### config.mk
export PLATFORM = sky130hd
export DESIGN_NAME = ophist_cell
export DESIGN_NICKNAME = d
export VERILOG_FILES = /design/src/rtl/ophist_pkg.sv /design/src/rtl/ophist_cell.sv
export SDC_FILE = /design/constraint.sdc
export NUM_CORES = 1
export LEC_CHECK = 0
export ABC_AREA = 1
export BUFFER_PORTS_ARGS = -buffer_cell sky130_fd_sc_hd__buf_2
export CORE_MARGIN = 1
export CORE_UTILIZATION = 40
export CTS_CLUSTER_DIAMETER = 40
export CTS_CLUSTER_SIZE = 40
export DETAILED_ROUTE_END_ITERATION = 6
export GPL_TIMING_DRIVEN = 0
export HOLD_SLACK_MARGIN = 0.05
export PLACE_DENSITY = 0.63
export SLEW_MARGIN = 20
export SYNTH_ARGS = -nofsm -noshare
export SYNTH_HDL_FRONTEND = slang
export SYNTH_SLANG_ARGS = --single-unit
### constraint.sdc
create_clock -name clk -period 3.5 [get_ports clk]
set_input_delay 0.525 -clock clk [delete_from_list [all_inputs] [get_ports clk]]
set_output_delay 0.525 -clock clk [all_outputs]
set_load 0.005 [all_outputs]
### src/rtl/ophist_pkg.sv
// Shared types, constants and helper functions for the ordinal pattern histogram.
`default_nettype none
package ophist_pkg;

  // Table and counter geometry
  localparam int TABLE_DEPTH   = 128;
  localparam int MAX_DIMENSION = 5;
  localparam int COUNT_BITS    = 20;

  // Fixed field widths of the transaction ports
  localparam int ELEM_BITS = 3;
  localparam int OP_W      = 2;
  localparam int ENTRY_W   = 7;
  localparam int PAT_W     = 15;
  localparam int DIM_W     = 3;
  localparam int MATCH_W   = 20;
  localparam int FRAC_BITS = 16;
  localparam int FREQ_W    = FRAC_BITS + 1;

  localparam logic [DIM_W-1:0] DIM_RESET = DIM_W'(3);

  // Derived widths
  localparam int CELL_W = (TABLE_DEPTH > 1) ? $clog2(TABLE_DEPTH) : 1;
  localparam int NACT_W = $clog2(TABLE_DEPTH + 1);
  localparam int CMP_W  = (ENTRY_W > CELL_W) ? ENTRY_W : CELL_W;
  localparam int STEP_W = $clog2(FRAC_BITS);

  typedef enum logic [OP_W-1:0] {
    OP_LOAD  = 2'd0,
    OP_COUNT = 2'd1,
    OP_READ  = 2'd2,
    OP_CLEAR = 2'd3
  } op_t;

  typedef enum logic [1:0] {
    DIV_IDLE,
    DIV_RUN,
    DIV_DONE
  } div_state_t;

  // One transaction as it travels down the cell chain
  typedef struct packed {
    logic                  valid;
    op_t                   op;
    logic [ENTRY_W-1:0]    idx;
    logic [PAT_W-1:0]      word;
    logic [COUNT_BITS-1:0] cnt;
  } item_t;

  // Settings broadcast to every cell, derived from the dimension register
  typedef struct packed {
    logic [PAT_W-1:0]  mask;
    logic [NACT_W-1:0] nact;
  } chain_ctl_t;

  // Finished read result
  typedef struct packed {
    logic [ENTRY_W-1:0] idx;
    logic [MATCH_W-1:0] cnt;
    logic [FREQ_W-1:0]  freq;
    logic               none;
  } rd_res_t;

  // Clamp the dimension register into the supported range
  function automatic logic [DIM_W-1:0] eff_dim(input logic [DIM_W-1:0] v);
    logic [DIM_W-1:0] d;
    d = v;
    if (d < DIM_W'(2)) d = DIM_W'(2);
    if (d > DIM_W'(MAX_DIMENSION)) d = DIM_W'(MAX_DIMENSION);
    return d;
  endfunction

  // Bit mask covering the first d pattern elements
  function automatic logic [PAT_W-1:0] elem_mask(input logic [DIM_W-1:0] d);
    logic [PAT_W-1:0] m;
    m = '0;
    for (int b = 0; b < PAT_W; b++) begin
      m[b] = ((b / ELEM_BITS) < int'(d));
    end
    return m;
  endfunction

  // Number of active entries: d factorial, limited to the table depth
  function automatic logic [NACT_W-1:0] active_count(input logic [DIM_W-1:0] d);
    int f;
    f = 1;
    for (int k = 2; k <= MAX_DIMENSION; k++) begin
      if (k <= int'(d)) f = f * k;
    end
    if (f > TABLE_DEPTH) f = TABLE_DEPTH;
    return NACT_W'(f);
  endfunction

endpackage
`default_nettype wire

### src/rtl/ophist_cell.sv
// One table entry of the chain: symbol entry, match counter and a stage register.
`default_nettype none
module ophist_cell (
  input  wire                              clk,
  input  wire                              rst_n,
  input  wire                              adv,
  input  wire [ophist_pkg::CELL_W-1:0]     cell_idx,
  input  ophist_pkg::chain_ctl_t           ctl,
  input  ophist_pkg::item_t                item_in,
  output ophist_pkg::item_t                item_out
);

  logic [ophist_pkg::PAT_W-1:0]      entry_r, entry_nxt;
  logic [ophist_pkg::COUNT_BITS-1:0] count_r, count_nxt;
  ophist_pkg::item_t                 item_r, item_nxt;

  logic hit;
  logic active;
  logic match;

  // Decode which transaction touches this entry
  assign hit    = item_in.valid &&
                  (ophist_pkg::CMP_W'(item_in.idx) == ophist_pkg::CMP_W'(cell_idx));
  assign active = (ophist_pkg::NACT_W'(cell_idx) < ctl.nact);
  assign match  = (((item_in.word ^ entry_r) & ctl.mask) == '0);

  // Update entry and counter, pass the transaction on
  always_comb begin
    entry_nxt = entry_r;
    count_nxt = count_r;
    item_nxt  = item_r;
    if (adv) begin
      item_nxt = item_in;
      if (item_in.valid) begin
        case (item_in.op)
          ophist_pkg::OP_LOAD: begin
            if (hit) entry_nxt = item_in.word;
          end
          ophist_pkg::OP_COUNT: begin
            if (active && match && (count_r != '1)) count_nxt = count_r + 1'b1;
          end
          ophist_pkg::OP_READ: begin
            if (hit) item_nxt.cnt = count_r;
          end
          ophist_pkg::OP_CLEAR: begin
            count_nxt = '0;
          end
          default: begin
            count_nxt = count_r;
          end
        endcase
      end
    end
  end

  // Symbol entry holds no reset value
  always_ff @(posedge clk) begin
    entry_r <= entry_nxt;
  end

  always_ff @(posedge clk) begin
    if (!rst_n) begin
      count_r <= '0;
      item_r  <= '0;
    end else begin
      count_r <= count_nxt;
      item_r  <= item_nxt;
    end
  end

  assign item_out = item_r;

endmodule
`default_nettype wire

==> results of run 1 <==
==> area by class of cell <==
cell class,count,area [um^2],area share (%)
multi-input combinational,433,2080,39.3
sequential,80,1750,33.1
timing repair buffer,123,618,11.7
inverter,86,323,6.11
tap,136,170,3.22
clock buffer,10,149,2.82
buffer,31,130,2.46
clock inverter,6,65.1,1.23
==> stage by stage <==
| stage | setup slack [ns] | TNS [ns] | instances | area, um^2 | hold slack (ns) |
|---|---|---|---|---|---|
| 6_report | 1.00 | 0 | 905 | 5290 | 0.360 |
| 2_1_floorplan | 0.322 | 0 | 630 | 4280 | 0.452 |
| 4_1_cts | 1.03 | 0 | 905 | 5290 | 0.354 |
| 5_1_grt | 0.910 | 0 | 905 | 5290 | 0.358 |
| 3_3_place_gp | -1.08 | -16.21 | 887 | 5050 | 0.450 |
| 3_5_place_dp | 0.666 | 0 | 889 | 5070 | 0.459 |
==> worst max-delay path by stage <==
| stage | start | end | slack, ns | depth (start not counted) |
|---|---|---|---|---|
| floorplan | cell_idx[0] | entry_r[0] | 0.32 | 8 |
| global placement | item_in[41] | entry_r[12] | -1.08 | 8 |
| detailed placement | item_in[41] | entry_r[8] | 0.67 | 9 |
| CTS | item_in[41] | entry_r[12] | 1.03 | 9 |
| global route | item_in[41] | entry_r[9] | 0.91 | 9 |
| finish | item_in[41] | entry_r[3] | 1.00 | 9 |
==> synthesized netlist by cell type <==
cell      count  share of area, %
xor2_1       10               2.0
edfxtp_1     15                11
nor2_2        1              0.15
nand3b_1      3              0.53
nor4_1        2              0.29
a211o_1       1              0.20
buf_2         5              0.59
nor2_4        1              0.26
nand2_1     127                11
clkbuf_1     25               2.2
and2_0        1              0.15
xnor2_1       2              0.41
nor2_1       73               6.4
ha_1          7               2.0
o21ai_0      29               3.4
o211ai_1      2              0.35
nand2_2       3              0.44
a211oi_1      1              0.18
dfxtp_1      65                30
nand3_1      91                11
a21oi_1      57               6.7
nand2_4       1              0.26
nand4_1       7               1.0
buf_6         1              0.26
nor3_1       10               1.2
clkinv_1      3              0.26
inv_1        83               7.3
or2_2         3              0.44
nand3_2       1              0.23
==> logic make-up after synthesis <==
kind of cell | count (synthesis) | synth area share [%]
XOR/XNOR | 12 | 2.46
adder cells (fa/ha/maj) | 7 | 2.05
buffers and inverters | 117 | 10.6
flip-flops | 80 | 41.0
AO/OA/AOI/OAI | 90 | 10.8
AND/OR/NAND/NOR | 324 | 33.1
==> power by group through the flow <==
stage	combinational [W]	sequential, W	clock (W)
floorplan	0.000140	0.00102	0
global placement	0.000265	0.00101	0
detailed placement	0.000271	0.00102	0
CTS	0.000272	0.000995	0.000754
global route	0.000306	0.00100	0.000792
finish	0.000270	0.000995	0.000738
==> registers in the layout, summed over array words and instances (netlist names) <==
signal / cells
item_out: 45
count_r: 20
entry_r: 15
==> metal layers <==
layer	routed length (um)	up-vias	track usage, %	share of wire [%]
li1	-	2303	-	-
met1	5620	2040	31.0	46
met2	5670	133	37.3	46
met3	666	18	3.28	5.4
met4	309	0	10.4	2.5
met5	0	-	0	0
==> cell usage in the layout (no fill, tap or decap), types with 2 or more instances in the layout <==
cell type    n
a21oi_1     57
edfxtp_1    15
ha_1         7
o211ai_1     2
xnor2_1      2
clkbuf_8     9
buf_2      127
clkinv_2     2
o21ai_0     29
clkinv_1     3
dfxtp_1     65
clkbuf_1    25
nand3_1     91
or2_2        3
nand2_2      3
nand3b_1     3
xor2_1      10
nor2_1      73
nor3_1      10
inv_1       83
nand4_1      7
nand2_1    127
==> critical path, delay by kind of cell <==
family / cells / cell delay, ns
AND/OR/NAND/NOR: 4 / 1.10
buffers and inverters: 4 / 0.78
XOR/XNOR: 1 / 0.16
==> metrics.md, run 1 <==
| Metric | Value |
|---|---|
| Outcome | finished, final reports clean |
| DP HPWL | 9700 um |
| Vias per cell | 4.97 |
| Iter 0 DRT Violations | 278 |
| Antenna-violating nets left | 0 |
| Clock transition at the registers of the reported paths | roughly 0.090 ns |
| Initial antenna violation count | 0 |
| Cts hold-fix bufs | 0 |
| Crit. End Element | flip-flop |
| CP Launch Type | input port |
| CORE AREA | ~10,000 um^2 |
| IO buf count | ~120 |
| FMAX | 400 MHz |
| Fillers | approximately 1,100 |
| Worst-margin pin slew | 0.651 ns |
| HP Class | input port to flip-flop |
| Final Util | 51.2% |
| Hold Crit Start | item_in[21] |
| Wire length per cell | 13.6 um |
| RSZ-0062 raised after global routing | false |
| Core Rows | 37 |
| Worst R2R Path Depth | 11 |
| R2r endpoint | count_r[2] |
| Die area | 11,100 um^2 |
| Sw power | ~0.00054 W |
| CTS root buffer | clkbuf_8 |
| Final #Nets | 849 |
| Ant. Diodes | 0 |
| Final setup fails | 0 |
| Period minus WS final | 2.50 ns |
| Cell variety after synth | 29 |
| Reg-to-Reg Start | count_r[1] |
| Grt ovf | 0 |
| Comb pwr share | 13.5% |
| H-tree levels | 3 |
| Clk_lat worst skew | between 0.3 and 0.4 ns |
| Total CTS buffers | 9 |
| Layout cells sized above 1 | 20.3% |
| # Post-CTS Setup Buffers | 0 |
| Sw Ratio | ~27% |
| CP max FO | 10 |
| Starting Density | about 41% |
| Setup slack, reg-to-reg | 1.34 ns |
| Clock power share | 36.8% |
| Int Pwr | 0.00146 W |
| Slowest CP cell | nor4_2 |
| Synth Net Count | 715 |
| Final Hold Fails | 0 |
| CTS resizes | 0 |
| Max VDD drop | ~0.00016 V |
| Worst path arrival time | 2.57 ns |
| First-pass GRT wire length | about 21,000 um |
| IO Count | 123 |
| Clock Skews | 0.00854 ns |
| Die Width | 105 um |
| Die H | 105 um |
| Largest buffer count on any clock path | 2 |
| RD Place Congestion | 0.923 |
| All-Layer GR Usage | 23.3% |
| Routed WL | approximately 12,000 um |
| PwrDens | 379 nW/um^2 |
| Leak | roughly 2.5 nW |
| Crit-path cells | buf_2, xnor2_1, nand2_1, nor3_1, and2_0, buf_2, inv_1, nor4_2, buf_2 |
| Seq/Total Area, Yosys | 41.0% |
| Final Max Slew Viols | 0 |
| Sequential share of power | 49.7% |
| Routed via count | 4,494 |
| Synthesized cell area | ~4300 um^2 |
| Total Power | 0.00200 W |
| CTS tree | yes |
| Vias in the first global route | 4,292 |
| Clock sinks | 80 |
| Hold path depth | 1 |
| Max cap viols | 0 |
| Slew headroom | a little under three fifths |
| Fin crit share | a little under three quarters |
| Critical setup path kind | input port to flip-flop |
| Max stage delay on crit path | 0.49 ns |
| Yosys reg bits | 80 |
| Synth warn | 0 |
| DRC | 0 |
| Number of iterations in the first detailed-routing pass | 5 |
| Most frequent CP cell | buf_2 |
| Syn avg cell area | 6.79 um^2 |
| Largest net degree at the start of global routing | 15 |
| Cell count after synthesis | 630 |
| Data required, critical path | roughly 3.6 ns |
| Hold endpoint | entry_r[1] |
| Area growth syn-to-layout | 23.6% |
(Power assumes the default switching activity.)
==> run 2: changes to the inputs <==
- clock period: 3.5 -> 2.4 ns (I/O delays scaled with it)
==> run 2 against run 1 <==
Hold slack worse by 0.15 ns. Non-clock buffer count is 1 lower. Wire length grew 0.33%. Clock skew about the same. First-iteration DRC count down 21%. Core utilization hardly changed. Die area is the same. Register-to-register slack lost 1.1 ns. Power is 47% higher. Clock power grew 49%. Critical path type unchanged. Highest routed layer unchanged.
==> metrics.md, run 2 (synthesized netlist as in run 1, its figures left out) <==
| Metric | Value |
|---|---|
| Final #Nets | 848 (-0.12%) |
| Fin crit share | 89.9% |
| DRC | 0 (unchanged) |
| Clock sinks | 80 (unchanged) |
| Max cap viols | 0 (unchanged) |
| FMAX | approximately 460 MHz |
| Initial antenna violation count | 0 (unchanged) |
| Crit. End Element | flip-flop |
| Final Hold Fails | 0 (unchanged) |
| CP Launch Type | input port |
| Critical setup path kind | input port to flip-flop |
| Vias per cell | 4.97 (about the same) |
| Clk_lat worst skew | 0.36 ns (about the same) |
| Largest buffer count on any clock path | 2 (unchanged) |
| Routed via count | 4,487 (-0.16%) |
| Ant. Diodes | 0 (unchanged) |
| Core Rows | 37 (unchanged) |
| Vias in the first global route | 4,273 (-0.44%) |
| Outcome | finished, final reports clean |
| RSZ-0062 raised after global routing | false |
| Final setup fails | 0 (unchanged) |
| Slew headroom | 60.0% (+3.8 points) |
| IO buf count | 121 (unchanged) |
| Clock transition at the registers of the reported paths | 0.08 ns (about the same) |
| Largest net degree at the start of global routing | 14 (-1) |
| CORE AREA | 10,300 um^2 (unchanged) |
| Data required, critical path | 2.47 ns (-1.10 ns) |
| Leak | 2.49 nW (-0.17%) |
| Final Util | 51.2% (about the same) |
| Wire length per cell | 13.6 um (+0.56%) |
| Cts hold-fix bufs | 0 (unchanged) |
| IO Count | 123 (unchanged) |
| Period minus WS final | 2.16 ns |
| Routed WL | 12,300 um (+0.33%) |
| Grt ovf | 0 (unchanged) |
| Number of iterations in the first detailed-routing pass | 5 (unchanged) |
| Iter 0 DRT Violations | 221 (-21%) |
| PwrDens | 556 nW/um^2 (+47%) |
| Dpl ws | -0.121 ns (-0.786 ns) |
| DP HPWL | 9790 um (+0.93%) |
| RD Place Congestion | 0.916 (-0.73%) |
| Fillers | 1,089 (+2.5%) |
| H-tree levels | 3 (unchanged) |
| Worst path arrival time | 2.23 ns (-0.34 ns) |
| Final Max Slew Viols | 0 (unchanged) |
| Total Power | 0.00294 W (+47%) |
| Die area | 11,100 um^2 (unchanged) |
| Die H | 105 um (unchanged) |
| CP max FO | 10 (unchanged) |
| HP Class | input port to flip-flop |
| # Post-CTS Setup Buffers | 0 (unchanged) |
| Most common cell after layout, fill and taps aside | nand2_1 |
| Max reg flops | 45 (unchanged) |
| Clock Skews | 0.00851 ns (-0.0000333 ns) |
| Layout cells sized above 1 | 19.9% (-0.34 points) |
| Worst-margin pin slew | 0.595 ns (-0.0567 ns) |
| All-Layer GR Usage | 23.3% (about the same) |
| First-pass GRT wire length | 20,500 um (-0.50%) |
| Total CTS buffers | 9 (unchanged) |
| Antenna-violating nets left | 0 (unchanged) |
| Max VDD drop | 0.000221 V (+42%) |
| Die Width | 105 um (unchanged) |
| CTS resizes | 0 (unchanged) |
| Starting Density | 41.4% (unchanged) |
| Final WS setup | 0.242 ns (-0.759 ns) |
| CTS root buffer | clkbuf_8 |
| CTS tree | yes |
| Commonest non-fill, non-tap cells in the layout | nand2_1 (127), buf_2 (126), nand3_1 (91), inv_1 (83), nor2_1 (73) |
| Area growth syn-to-layout | 23.7% (about the same) |
## run 2: changes by cell type in the layout (fill, tap and decap cells not counted), sizes merged
cell      before  now
clkinvlp       1    0
bufinv         1    2
inv           84   83
buf          129  128
## run 2: layer usage
metal	vias to the layer above	GRT usage [%]	routed length, um
met3	17	4.51	672
li1	2296	-	-
met4	0	8.05	261
met2	116	37.4	5660
met5	-	0	0
met1	2058	31.0	5720
## run 2: power breakdown
group / total (W) / switching, W / internal [W]
clock network: 0.00110 / 0.000512 / 0.000583
registers: 0.00145 / 0.0000309 / 0.00142
logic: 0.000395 / 0.000232 / 0.000163
## run 2: critical path, stage by stage
cell	delay, ns
buf_2	0.11
xnor2_1	0.16
nand2_1	0.07
nor3_1	0.20
and2_0	0.34
buf_2	0.27
inv_1	0.09
nor4_4	0.40
buf_6	0.23
## run 2: cell type report
class	count	area (um^2)	area share [%]
inverters	86	323	6.10
multi-input cells	433	2090	39.5
well taps	136	170	3.22
clock buffers	10	128	2.41
flip-flops and latches	80	1750	33.1
clock inverters	5	82.6	1.56
plain buffers	31	130	2.46
repair buffers	122	617	11.7
## run 2: worst paths after layout
kind / start / to / slack (ns) / depth (start not counted)
worst max-delay path: item_in[41] / entry_r[6] / 0.24 / 9
worst min-delay path: item_in[24] / entry_r[4] / 0.21 / 1
worst max register to register: count_r[1] / count_r[2] / 0.26 / 11
worst min register to register: item_out[2] / item_out[2] / 0.47 / 2
## run 2: per-stage QoR
stage / std cells / hold slack (ns) / instance area [um^2] / TNS (ns)
floorplan: 630 / 0.452 / 4280 / 0
global placement: 887 / 0.451 / 5060 / -13.93
detailed placement: 888 / 0.456 / 5080 / -1.20
CTS: 903 / 0.191 / 5290 / 0
global route: 903 / 0.186 / 5290 / 0
finish: 903 / 0.207 / 5290 / 0
