<file path="src/rtl/ophist_pkg.sv">
// Shared types, constants and helper functions for the ordinal pattern histogram.
`default_nettype none
package ophist_pkg;

  // Table and counter geometry
  localparam int TABLE_DEPTH   = 128;
  localparam int MAX_DIMENSION = 5;
  localparam int COUNT_BITS    = 20;

  // Fixed field widths of the transaction ports
  localparam int ELEM_BITS = 3;
  localparam int OP_W      = 2;
  localparam int ENTRY_W   = 7;
  localparam int PAT_W     = 15;
  localparam int DIM_W     = 3;
  localparam int MATCH_W   = 20;
  localparam int FRAC_BITS = 16;
  localparam int FREQ_W    = FRAC_BITS + 1;

  localparam logic [DIM_W-1:0] DIM_RESET = DIM_W'(3);

  // Derived widths
  localparam int CELL_W = (TABLE_DEPTH > 1) ? $clog2(TABLE_DEPTH) : 1;
  localparam int NACT_W = $clog2(TABLE_DEPTH + 1);
  localparam int CMP_W  = (ENTRY_W > CELL_W) ? ENTRY_W : CELL_W;
  localparam int STEP_W = $clog2(FRAC_BITS);

  typedef enum logic [OP_W-1:0] {
    OP_LOAD  = 2'd0,
    OP_COUNT = 2'd1,
    OP_READ  = 2'd2,
    OP_CLEAR = 2'd3
  } op_t;

  typedef enum logic [1:0] {
    DIV_IDLE,
    DIV_RUN,
    DIV_DONE
  } div_state_t;

  // One transaction as it travels down the cell chain
  typedef struct packed {
    logic                  valid;
    op_t                   op;
    logic [ENTRY_W-1:0]    idx;
    logic [PAT_W-1:0]      word;
    logic [COUNT_BITS-1:0] cnt;
  } item_t;

  // Settings broadcast to every cell, derived from the dimension register
  typedef struct packed {
    logic [PAT_W-1:0]  mask;
    logic [NACT_W-1:0] nact;
  } chain_ctl_t;

  // Finished read result
  typedef struct packed {
    logic [ENTRY_W-1:0] idx;
    logic [MATCH_W-1:0] cnt;
    logic [FREQ_W-1:0]  freq;
    logic               none;
  } rd_res_t;

  // Clamp the dimension register into the supported range
  function automatic logic [DIM_W-1:0] eff_dim(input logic [DIM_W-1:0] v);
    logic [DIM_W-1:0] d;
    d = v;
    if (d < DIM_W'(2)) d = DIM_W'(2);
    if (d > DIM_W'(MAX_DIMENSION)) d = DIM_W'(MAX_DIMENSION);
    return d;
  endfunction

  // Bit mask covering the first d pattern elements
  function automatic logic [PAT_W-1:0] elem_mask(input logic [DIM_W-1:0] d);
    logic [PAT_W-1:0] m;
    m = '0;
    for (int b = 0; b < PAT_W; b++) begin
      m[b] = ((b / ELEM_BITS) < int'(d));
    end
    return m;
  endfunction

  // Number of active entries: d factorial, limited to the table depth
  function automatic logic [NACT_W-1:0] active_count(input logic [DIM_W-1:0] d);
    int f;
    f = 1;
    for (int k = 2; k <= MAX_DIMENSION; k++) begin
      if (k <= int'(d)) f = f * k;
    end
    if (f > TABLE_DEPTH) f = TABLE_DEPTH;
    return NACT_W'(f);
  endfunction

endpackage
`default_nettype wire

</file>
<file path="src/rtl/ophist_div.sv">
// Bit-serial frequency divider: count * 2^16 / total, limited to 2^16.
`default_nettype none
module ophist_div (
  input  wire                                  clk,
  input  wire                                  rst_n,
  input  wire                                  start,
  input  wire [ophist_pkg::ENTRY_W-1:0]        idx,
  input  wire [ophist_pkg::COUNT_BITS-1:0]     cnt,
  input  wire [ophist_pkg::COUNT_BITS-1:0]     total,
  input  wire                                  take,
  output logic                                 busy,
  output logic                                 done,
  output ophist_pkg::rd_res_t                  res
);

  localparam int CB = ophist_pkg::COUNT_BITS;

  ophist_pkg::div_state_t state_r, state_nxt;

  logic [CB-1:0]                     rem_r, rem_nxt;
  logic [CB-1:0]                     den_r, den_nxt;
  logic [ophist_pkg::FRAC_BITS-1:0]  q_r, q_nxt;
  logic [ophist_pkg::STEP_W-1:0]     step_r, step_nxt;
  logic [ophist_pkg::ENTRY_W-1:0]    idx_r, idx_nxt;
  logic [CB-1:0]                     cnt_r, cnt_nxt;
  logic                              sat_r, sat_nxt;
  logic                              none_r, none_nxt;

  logic [CB:0] rem_dbl;
  logic [CB:0] rem_sub;

  // One restoring step per cycle
  assign rem_dbl = {rem_r, 1'b0};
  assign rem_sub = rem_dbl - {1'b0, den_r};

  always_comb begin
    state_nxt = state_r;
    rem_nxt   = rem_r;
    den_nxt   = den_r;
    q_nxt     = q_r;
    step_nxt  = step_r;
    idx_nxt   = idx_r;
    cnt_nxt   = cnt_r;
    sat_nxt   = sat_r;
    none_nxt  = none_r;
    case (state_r)
      ophist_pkg::DIV_IDLE: begin
        if (start) begin
          idx_nxt  = idx;
          cnt_nxt  = cnt;
          den_nxt  = total;
          rem_nxt  = cnt;
          q_nxt    = '0;
          step_nxt = '0;
          none_nxt = (total == '0);
          sat_nxt  = (total != '0) && (cnt >= total);
          // No windows or a full share need no iterations
          if ((total == '0) || (cnt >= total)) state_nxt = ophist_pkg::DIV_DONE;
          else state_nxt = ophist_pkg::DIV_RUN;
        end
      end
      ophist_pkg::DIV_RUN: begin
        if (rem_dbl >= {1'b0, den_r}) begin
          rem_nxt = rem_sub[CB-1:0];
          q_nxt   = {q_r[ophist_pkg::FRAC_BITS-2:0], 1'b1};
        end else begin
          rem_nxt = rem_dbl[CB-1:0];
          q_nxt   = {q_r[ophist_pkg::FRAC_BITS-2:0], 1'b0};
        end
        step_nxt = step_r + 1'b1;
        if (step_r == ophist_pkg::STEP_W'(ophist_pkg::FRAC_BITS - 1)) begin
          state_nxt = ophist_pkg::DIV_DONE;
        end
      end
      ophist_pkg::DIV_DONE: begin
        if (take) state_nxt = ophist_pkg::DIV_IDLE;
      end
      default: begin
        state_nxt = ophist_pkg::DIV_IDLE;
      end
    endcase
  end

  always_ff @(posedge clk) begin
    if (!rst_n) begin
      state_r <= ophist_pkg::DIV_IDLE;
    end else begin
      state_r <= state_nxt;
    end
  end

  always_ff @(posedge clk) begin
    rem_r  <= rem_nxt;
    den_r  <= den_nxt;
    q_r    <= q_nxt;
    step_r <= step_nxt;
    idx_r  <= idx_nxt;
    cnt_r  <= cnt_nxt;
    sat_r  <= sat_nxt;
    none_r <= none_nxt;
  end

  assign busy     = (state_r != ophist_pkg::DIV_IDLE);
  assign done     = (state_r == ophist_pkg::DIV_DONE);
  assign res.idx  = idx_r;
  assign res.cnt  = ophist_pkg::MATCH_W'(cnt_r);
  assign res.freq = none_r ? '0 :
                    (sat_r ? ophist_pkg::FREQ_W'(1) << ophist_pkg::FRAC_BITS
                           : {1'b0, q_r});
  assign res.none = none_r;

endmodule
`default_nettype wire

</file>
<file path="config.mk">
export PLATFORM = sky130hd
export DESIGN_NAME = ophist_div
export DESIGN_NICKNAME = d
export VERILOG_FILES = /design/src/rtl/ophist_pkg.sv /design/src/rtl/ophist_div.sv
export SDC_FILE = /design/constraint.sdc
export NUM_CORES = 1
export LEC_CHECK = 0
export BUFFER_PORTS_ARGS = -buffer_cell sky130_fd_sc_hd__clkbuf_2
export CORE_ASPECT_RATIO = 1.2
export CORE_MARGIN = 4
export CORE_UTILIZATION = 50
export CTS_BUF_LIST = sky130_fd_sc_hd__clkbuf_4
export CTS_CLUSTER_SIZE = 12
export DETAILED_ROUTE_END_ITERATION = 10
export PLACE_DENSITY = 0.82
export REMOVE_ABC_BUFFERS = 1
export SLEW_MARGIN = 20
export SYNTH_ARGS = -nofsm -noshare
export SYNTH_HDL_FRONTEND = slang
export SYNTH_SLANG_ARGS = --single-unit
</file>
<file path="constraint.sdc">
create_clock -name clk -period 4.45 [get_ports clk]
set_input_delay 0.2225 -clock clk [delete_from_list [all_inputs] [get_ports clk]]
set_output_delay 0.2225 -clock clk [all_outputs]
set_load 0.005 [all_outputs]
</file>
==> out/qor.yml, run 1 <==
synth-edff-count: 89
num_vias: 4096
die_h_um: 120
r2r-start: "den_r[1]"
synthAdderAreaFrac: 0.102
min_from: "cnt[9]"
clockBufferDepth: 2
min_path_type: "input pin to flop"
post_drt_wl_per_cell_um: 16.5
r2r_slack_ns: 1.43
ir_drop_v: 0.000295
cts_tree: "built"
core-area_sq_um: 10200
crit_required_ns: 4.67
synth_compound_area_frac: 0.142
drv_slew: 0
slowest_stage: "o41ai_4"
holdPathEnd: "cnt_r[9]"
drv_cap: 0
worst_slew_pin_slew_ns: 0.863
crit_type: "flop to flop"
finalWirelength_um: 12300
place.port_buffers: 97
async_reset_ff_frac: 0
clkTransAtPathRegs_ns: 0.14
ys_ff_latch: 91
insertion_delay_ns: 0.46
p_per_area_nw_per_um2: 475
final_util: 0.637
firstDrtPassIters: 5
ant_nets: 0
critPathTopFamily: "compound AO/OA/AOI/OAI gates"
h-tree-depth: 3
place_inst: 678
place.gp.congestion: 0.861
ctsResizeCount: 0
syn_to_final_growth_pct: 23.4
layout.nets: 703
maxSlewHeadroom: 0.422
clock_sinks: 91
dp_hpwl_um: 8530
whs_ns: 0.0377
reg2reg_depth: 9
crit_buf_inv: 1
cp-start-kind: "flop"
yosys.area.top_type_share: 0.509
num_rows: 40
synth_top_family_by_area: "compound AO/OA/AOI/OAI gates"
fmax_mhz: 331
finalSetupViolCount: 0
worst_slack_ns: 1.43
finClkSkew_ns: 0.0270
cp_max_fo: 22
fin_crit_ns: 3.02
drive_above_1_share: 0.215
cp.arrival_ns: 3.24
grt_pass1_vias: 4172
syn_area_sq_um: 5250
status: "finished clean"
syn_inst: 465
yosysMostFrequentCell: "edfxtp_1"
reg2reg_to: "rem_r[9]"
drtIter0Drc: 341
hold_depth: 1
yosys-top-cells-count: "edfxtp_1 (89), inv_1 (44), ha_1 (41), nand2_1 (34), and2_1 (32)"
synth_xor_area_frac: 0.0250
fin_setup_tns_ns: 0
finalHoldViolCount: 0
final_cells: 741
layout_worst_path_cycle_share: 0.679
ys_seq_area_frac: 0.517
avgSynthCellArea_sq_um: 11.3
synth_ff_type: "edfxtp_1"
cp-end-kind: "flop"
yosysWarnings: 0
drc: 0
io_pins: 98
cts_made_buffers: 9
die_w_um: 102
path_cells: "inv_1 > ha_1 > nor2b_1 > o31a_1 > o41ai_4 > a211o_4 > o211ai_4 > and2_4 > a221o_1"
grt_start_max_net_pins: 41
place_area_sq_um: 5860
synth_area_leaders: "edfxtp_1 (51%), ha_1 (9.8%), and2_1 (3.8%), inv_1 (3.1%), mux2i_1 (2.9%)"
overflow: 0
start_util: 0.517
cts_root_buf: "clkbuf_4"
synth_mux_area_frac: 0.0308
grt_pass1_wl_um: 19900
dp_slack_ns: 1.47
n_fill_cell: 796
antenna_found_initial: 0
slowest_delay_ns: 0.49
synth_simple_gate_area_frac: 0.138
p_total_mw: 3.08
via_per_inst: 5.53
die_area_sq_um: 12200
finalInstanceArea_sq_um: 6470
synth.distinct_cells: 62
gr-usage-all-layers: 0.209
power_leakage_nw: 2.91
rsz0062_at_grt: "false"
synth_area_leader_cell: "edfxtp_1"
placed cells by master, fill, tap and decap left out, types with 5 or more instances in the layout:
| cell type | netlist | layout |
|---|---|---|
| inv_1 | 44 | 44 |
| xor2_1 | 5 | 5 |
| o21ai_0 | 12 | 12 |
| and2_1 | 32 | 32 |
| a21oi_1 | 19 | 19 |
| nor2_1 | 28 | 26 |
| nand3_1 | 8 | 8 |
| o21a_1 | 5 | 5 |
| edfxtp_1 | 89 | 89 |
| ha_1 | 41 | 41 |
| a31oi_1 | 5 | 5 |
| a21o_1 | 17 | 17 |
| nand4_1 | 7 | 7 |
| nand2_1 | 34 | 34 |
| dlygate4sd3_1 | 0 | 46 |
| clkbuf_4 | 0 | 9 |
| nor2b_1 | 6 | 6 |
| clkbuf_2 | 1 | 97 |
| mux2i_1 | 15 | 15 |
| nor4_1 | 5 | 5 |
| xnor2_1 | 10 | 10 |
| o21ai_1 | 19 | 19 |
final cells by class:
class / instances / area [sq um] / share of cell area
flip-flops and latches: 91 / 2710 / 0.419
inverters: 45 / 169 / 0.0261
multi-input cells: 316 / 2310 / 0.357
repair buffers: 147 / 988 / 0.153
diodes: 1 / 2.50 / 0.000387
clock inverters: 6 / 66.3 / 0.0102
clock buffers: 9 / 67.6 / 0.0104
well taps: 126 / 158 / 0.0244
worst max path at each step:
stage               from        to  cells past startpoint
2_1_floorplan  step_r[0]  cnt_r[0]                      5
3_3_place_gp    den_r[1]  rem_r[9]                      9
3_5_place_dp    den_r[1]  rem_r[6]                      9
4_1_cts         den_r[1]  rem_r[9]                      9
5_1_grt         den_r[1]  rem_r[9]                      9
6_report        den_r[1]  rem_r[9]                      9
routing by layer:
| metal | wire length [um] | vias up | part of all wire | track usage |
|---|---|---|---|---|
| met3 | 618 | 34 | 0.050 | 0.0444 |
| met1 | 5070 | 1926 | 0.41 | 0.253 |
| li1 | - | 1993 | - | - |
| met2 | 6130 | 143 | 0.50 | 0.352 |
| met5 | 0 | - | 0 | 0 |
| met4 | 433 | 0 | 0.035 | 0.0956 |
where the power goes:
group	switching [mW]	internal (mW)	total [mW]
combinational	0.783	0.566	1.35
clock	0.290	0.169	0.459
sequential	0.0797	1.19	1.27
what timing repair did:
item	in CTS	in global routing
hold buffers	45	1
buffers inserted	0	0
hold endpoints to repair	45	1
flip-flops by register name, indices dropped and copies added (netlist names):
register  flops
cnt_r        20
den_r        20
rem_r        20
q_r          16
idx_r         7
step_r        4
state_r       2
none_r        1
sat_r         1
worst reg2reg max path, cell delays in order, from the launching register on:
cell and delay (ns):
edfxtp_1 0.44, inv_1 0.08, ha_1 0.23, nor2b_1 0.14
o31a_1 0.31, o41ai_4 0.49, a211o_4 0.24, o211ai_4 0.29
and2_4 0.29, a221o_1 0.29
cell families after synthesis:
logic type / count (synthesis)
simple gates: 138
compound gates: 105
flops: 91
buf+inv: 58
fa+ha+maj: 42
mux: 16
xor+xnor: 15
No activity file was read; power rests on OpenSTA's default activity.
==> run 2: changes to the inputs <==
- clock period: 4.45 -> 3.15 ns (I/O delays scaled with it)
==> out/qor.yml, run 2 (synthesized netlist as in run 1, its figures left out) <==
power_leakage_nw: 2.93
grt_start_max_net_pins: 38
gr-usage-all-layers: 0.222
die_h_um: 120
ant_nets: 0
cp-end-kind: "flop"
place_inst: 681
fin_crit_ns: 2.91
status: "finished clean"
num_vias: 4159
firstDrtPassIters: 5
layout_worst_path_cycle_share: 0.924
syn_to_final_growth_pct: 24.2
finClkSkew_ns: 0.0226
io_pins: 98
drive_above_1_share: 0.218
dp_hpwl_um: 8860
drv_cap: 0
p_per_area_nw_per_um2: 676
crit_required_ns: 3.34
dp_slack_ns: 0.314
cts_root_buf: "clkbuf_4"
power_switching_mw: 1.65
layout.nets: 707
clkTransAtPathRegs_ns: 0.15
p_clk_frac: 0.149
pwr-share-comb: 0.444
final_util: 0.641
cts_tree: "built"
place.port_buffers: 97
cp-start-kind: "flop"
die_area_sq_um: 12200
reg_top3: "cnt_r: 20 flops, den_r: 20 flops, rem_r: 20 flops"
antenna_found_initial: 2
start_util: 0.517
h-tree-depth: 3
final_cells: 747
min_path_type: "input pin to flop"
worst_slack_ns: 0.240
core-area_sq_um: 10200
clockBufferDepth: 2
via_per_inst: 5.57
finalInstanceArea_sq_um: 6520
grt_pass1_vias: 4222
cp.arrival_ns: 3.10
finalSetupViolCount: 0
clock_sinks: 91
worst_slew_pin_slew_ns: 0.968
drtIter0Drc: 248
sequentialPowerShare: 0.407
post_cts_buffers: 0
internal_power_mw: 2.75
overflow: 0
place.gp.congestion: 0.869
cp_max_fo: 13
maxSlewHeadroom: 0.355
rsz0062_at_grt: "false"
finalWirelength_um: 12700
drc: 0
cts_made_buffers: 9
sw_frac_of_total: 0.375
crit_type: "flop to flop"
final_cell_mix: "clkbuf_2 (97), edfxtp_1 (89), dlygate4sd3_1 (48), inv_1 (44), ha_1 (41)"
grt_pass1_wl_um: 21000
post_drt_wl_per_cell_um: 17.0
fmax_mhz: 344
drv_slew: 0
insertion_delay_ns: 0.45
num_rows: 40
finalHoldViolCount: 0
die_w_um: 102
place_area_sq_um: 5890
ir_drop_v: 0.000398
whs_ns: 0.0826
layout_commonest_cell: "clkbuf_2"
## run 2: changes by cell type in the layout (fill, tap and decap cells not counted)
cell | previous run | this run
clkinv_4 | 1 | 0
buf_4 | 3 | 5
clkinvlp_4 | 2 | 1
inv_6 | 1 | 2
dlygate4sd3_1 | 46 | 48
clkbuf_4 | 9 | 10
diode_2 | 1 | 2
clkinv_2 | 0 | 1
## run 2: timing repair
item / 4_1_cts / 5_1_grt
setup endpoints to repair: 0 / 0
hold buffers: 48 / 0
gates resized for setup: 0 / 0
endpoints found under the hold margin: 49 / 0
## run 2: final timing paths
| check | start | to | slack (ns) | cells past startpoint |
|---|---|---|---|---|
| setup reg to reg | rem_r[9] | rem_r[12] | 0.24 | 9 |
| setup / recovery | rem_r[9] | rem_r[12] | 0.24 | 9 |
| hold reg to reg | q_r[8] | q_r[9] | 0.56 | 1 |
| hold / removal | take | state_r[1] | 0.08 | 3 |
## run 2: critical path, cell delays in order, from the launching register on
cell and delay [ns]:
edfxtp_1 0.43, ha_1 0.46, nand4_2 0.21, nor4_2 0.24
inv_1 0.09, a211o_4 0.33, o211ai_4 0.24, buf_4 0.31
mux2i_1 0.24, o21ai_1 0.08
## run 2: final cells by class
class,count,area (sq um)
Sequential cell,91,2710
Tap cell,126,158
Clock inverter,6,63.8
Antenna cell,2,5.00
Fill cell,812,3640
Clock buffer,10,75.1
Timing Repair Buffer,151,1020
Inverter,45,169
Multi-Input combinational cell,316,2310
## run 2: per-layer routing
| metal | GRT usage | vias up | wire (um) |
|---|---|---|---|
| met1 | 0.275 | 1973 | 5100 |
| met4 | 0.0848 | 0 | 363 |
| met3 | 0.0531 | 29 | 734 |
| met2 | 0.372 | 150 | 6520 |
| li1 | - | 2007 | - |
| met5 | 0 | - | 0 |
## run 2: per-stage QoR
step | power [mW] | setup TNS, ns
finish | 4.40 | 0
global route | 4.73 | 0
floorplan | 3.13 | -9.01
detailed placement | 3.69 | 0
CTS | 4.39 | 0
global placement | 3.63 | 0
## run 2: power groups by stage
stage          combinational (mW)  sequential, mW  clock, mW
6_report                     1.95            1.79      0.658
4_1_cts                      1.94            1.79      0.668
2_1_floorplan                1.31            1.81          0
3_5_place_dp                 1.88            1.82          0
3_3_place_gp                 1.83            1.80          0
5_1_grt                      2.18            1.82      0.729
==> run 3: changes to the inputs <==
- CORE_ASPECT_RATIO: 1.2 -> 0.7
- MAX_ROUTING_LAYER: unset -> met4
==> out/qor.yml, run 3 (synthesized netlist as in run 1, its figures left out) <==
status: "finished with violations"
failed_checks: "DRC"
grt_start_max_net_pins: 41
drtIter0Drc: 410
p_per_area_nw_per_um2: 685
fmax_mhz: 338
path_cells: "ha_1 > nand4_2 > nor4_2 > inv_1 > a211o_4 > o211ai_4 > buf_4 > mux2i_1 > o21ai_1"
maxSlewHeadroom: 0.336
fin_crit_ns: 2.96
cp-end-kind: "flop"
final_cell_mix: "clkbuf_2 (97), edfxtp_1 (89), dlygate4sd3_1 (48), inv_1 (44), ha_1 (41)"
finalHoldViolCount: 0
ctsResizeCount: 0
crit_required_ns: 3.31
crit_type: "flop to flop"
core-area_sq_um: 9950
drv_slew: 0
power_leakage_nw: 2.94
final_util: 0.657
finalSetupViolCount: 0
overflow: 0
min_path_type: "input pin to flop"
slowest_delay_ns: 0.47
cts_tree: "built"
cp_max_fo: 14
dp_hpwl_um: 9890
cts_made_buffers: 9
grt_pass1_wl_um: 22900
layout.nets: 710
h-tree-depth: 3
layout_worst_path_cycle_share: 0.940
dp_slack_ns: 0.257
syn_to_final_growth_pct: 24.6
worst_slew_pin_slew_ns: 0.996
clkTransAtPathRegs_ns: 0.14
insertion_delay_ns: 0.44
num_rows: 30
clock_sinks: 91
layout_commonest_cell: "clkbuf_2"
drc: 2
drive_above_1_share: 0.220
whs_ns: 0.0782
grt_pass1_vias: 4412
place.port_buffers: 97
ant_nets: 0
cp.arrival_ns: 3.12
die_area_sq_um: 12200
via_per_inst: 5.76
drv_cap: 0
ir_drop_v: 0.000472
worst_slack_ns: 0.188
num_vias: 4331
clockBufferDepth: 2
firstDrtPassIters: 9
fin_setup_tns_ns: 0
finClkSkew_ns: 0.00982
finalWirelength_um: 14300
io_pins: 98
slowest_stage: "ha_1"
reg_top3: "cnt_r: 20 flops, den_r: 20 flops, rem_r: 20 flops"
rsz0062_at_grt: "false"
cts_root_buf: "clkbuf_4"
post_drt_wl_per_cell_um: 19.0
gr-usage-all-layers: 0.249
cp-start-kind: "flop"
die_h_um: 93.7
n_fill_cell: 688
start_util: 0.528
die_w_um: 130
antenna_found_initial: 0
place.gp.congestion: 0.884
-- run 3: repair_timing --
| action | CTS | global route |
|---|---|---|
| buffers inserted | 0 | 0 |
| endpoints found under the hold margin | 50 | 0 |
| hold buffers | 48 | 0 |
-- run 3: critical path, delay by kind of cell, from the launching register on --
kind / cells / cell delay, ns
AND/OR/NAND/NOR: 2 / 0.46
buffers and inverters: 2 / 0.42
flip-flops: 1 / 0.44
adder cells (fa/ha/maj): 1 / 0.47
multiplexers: 1 / 0.22
AO/OA/AOI/OAI: 3 / 0.67
-- run 3: metrics by stage --
stage / cell area, sq um / instances / total power [mW]
6_report: 6540 / 752 / 4.48
5_1_grt: 6530 / 750 / 4.75
4_1_cts: 6530 / 750 / 4.44
3_5_place_dp: 5920 / 686 / 3.75
3_3_place_gp: 5920 / 686 / 3.69
2_1_floorplan: 5180 / 452 / 3.13
-- run 3: worst paths after layout --
kind	startpoint	end	slack (ns)	depth (start not counted)
setup / recovery	rem_r[10]	rem_r[10]	0.19	9
hold / removal	take	state_r[1]	0.08	3
setup reg to reg	rem_r[10]	rem_r[10]	0.19	9
hold reg to reg	q_r[8]	q_r[9]	0.56	1
-- run 3: layout make-up --
type	instances	area, sq um	share of cell area
Antenna cell	2	5.00	0.000766
Inverter	45	169	0.0258
Sequential cell	91	2710	0.415
Multi-Input combinational cell	316	2310	0.353
Clock buffer	9	67.6	0.0103
Timing Repair Buffer	154	1050	0.160
Tap cell	128	160	0.0245
Clock inverter	7	67.6	0.0103
-- run 3: layer usage --
metal | share of wire | up-vias | global-route usage
met3 | 0.090 | 35 | 0.0540
met4 | 0.024 | 0 | 0.0830
li1 | - | 2002 | -
met5 | 0 | - | -
met2 | 0.48 | 234 | 0.387
met1 | 0.41 | 2060 | 0.328
-- run 3: where the power goes --
group	total (mW)	internal, mW	leakage [nW]	switching, mW
Sequential	1.79	1.68	0.892	0.114
Clock	0.639	0.240	0.0714	0.399
Combinational	2.05	0.836	1.98	1.21
Total	4.48	2.76	2.94	1.72
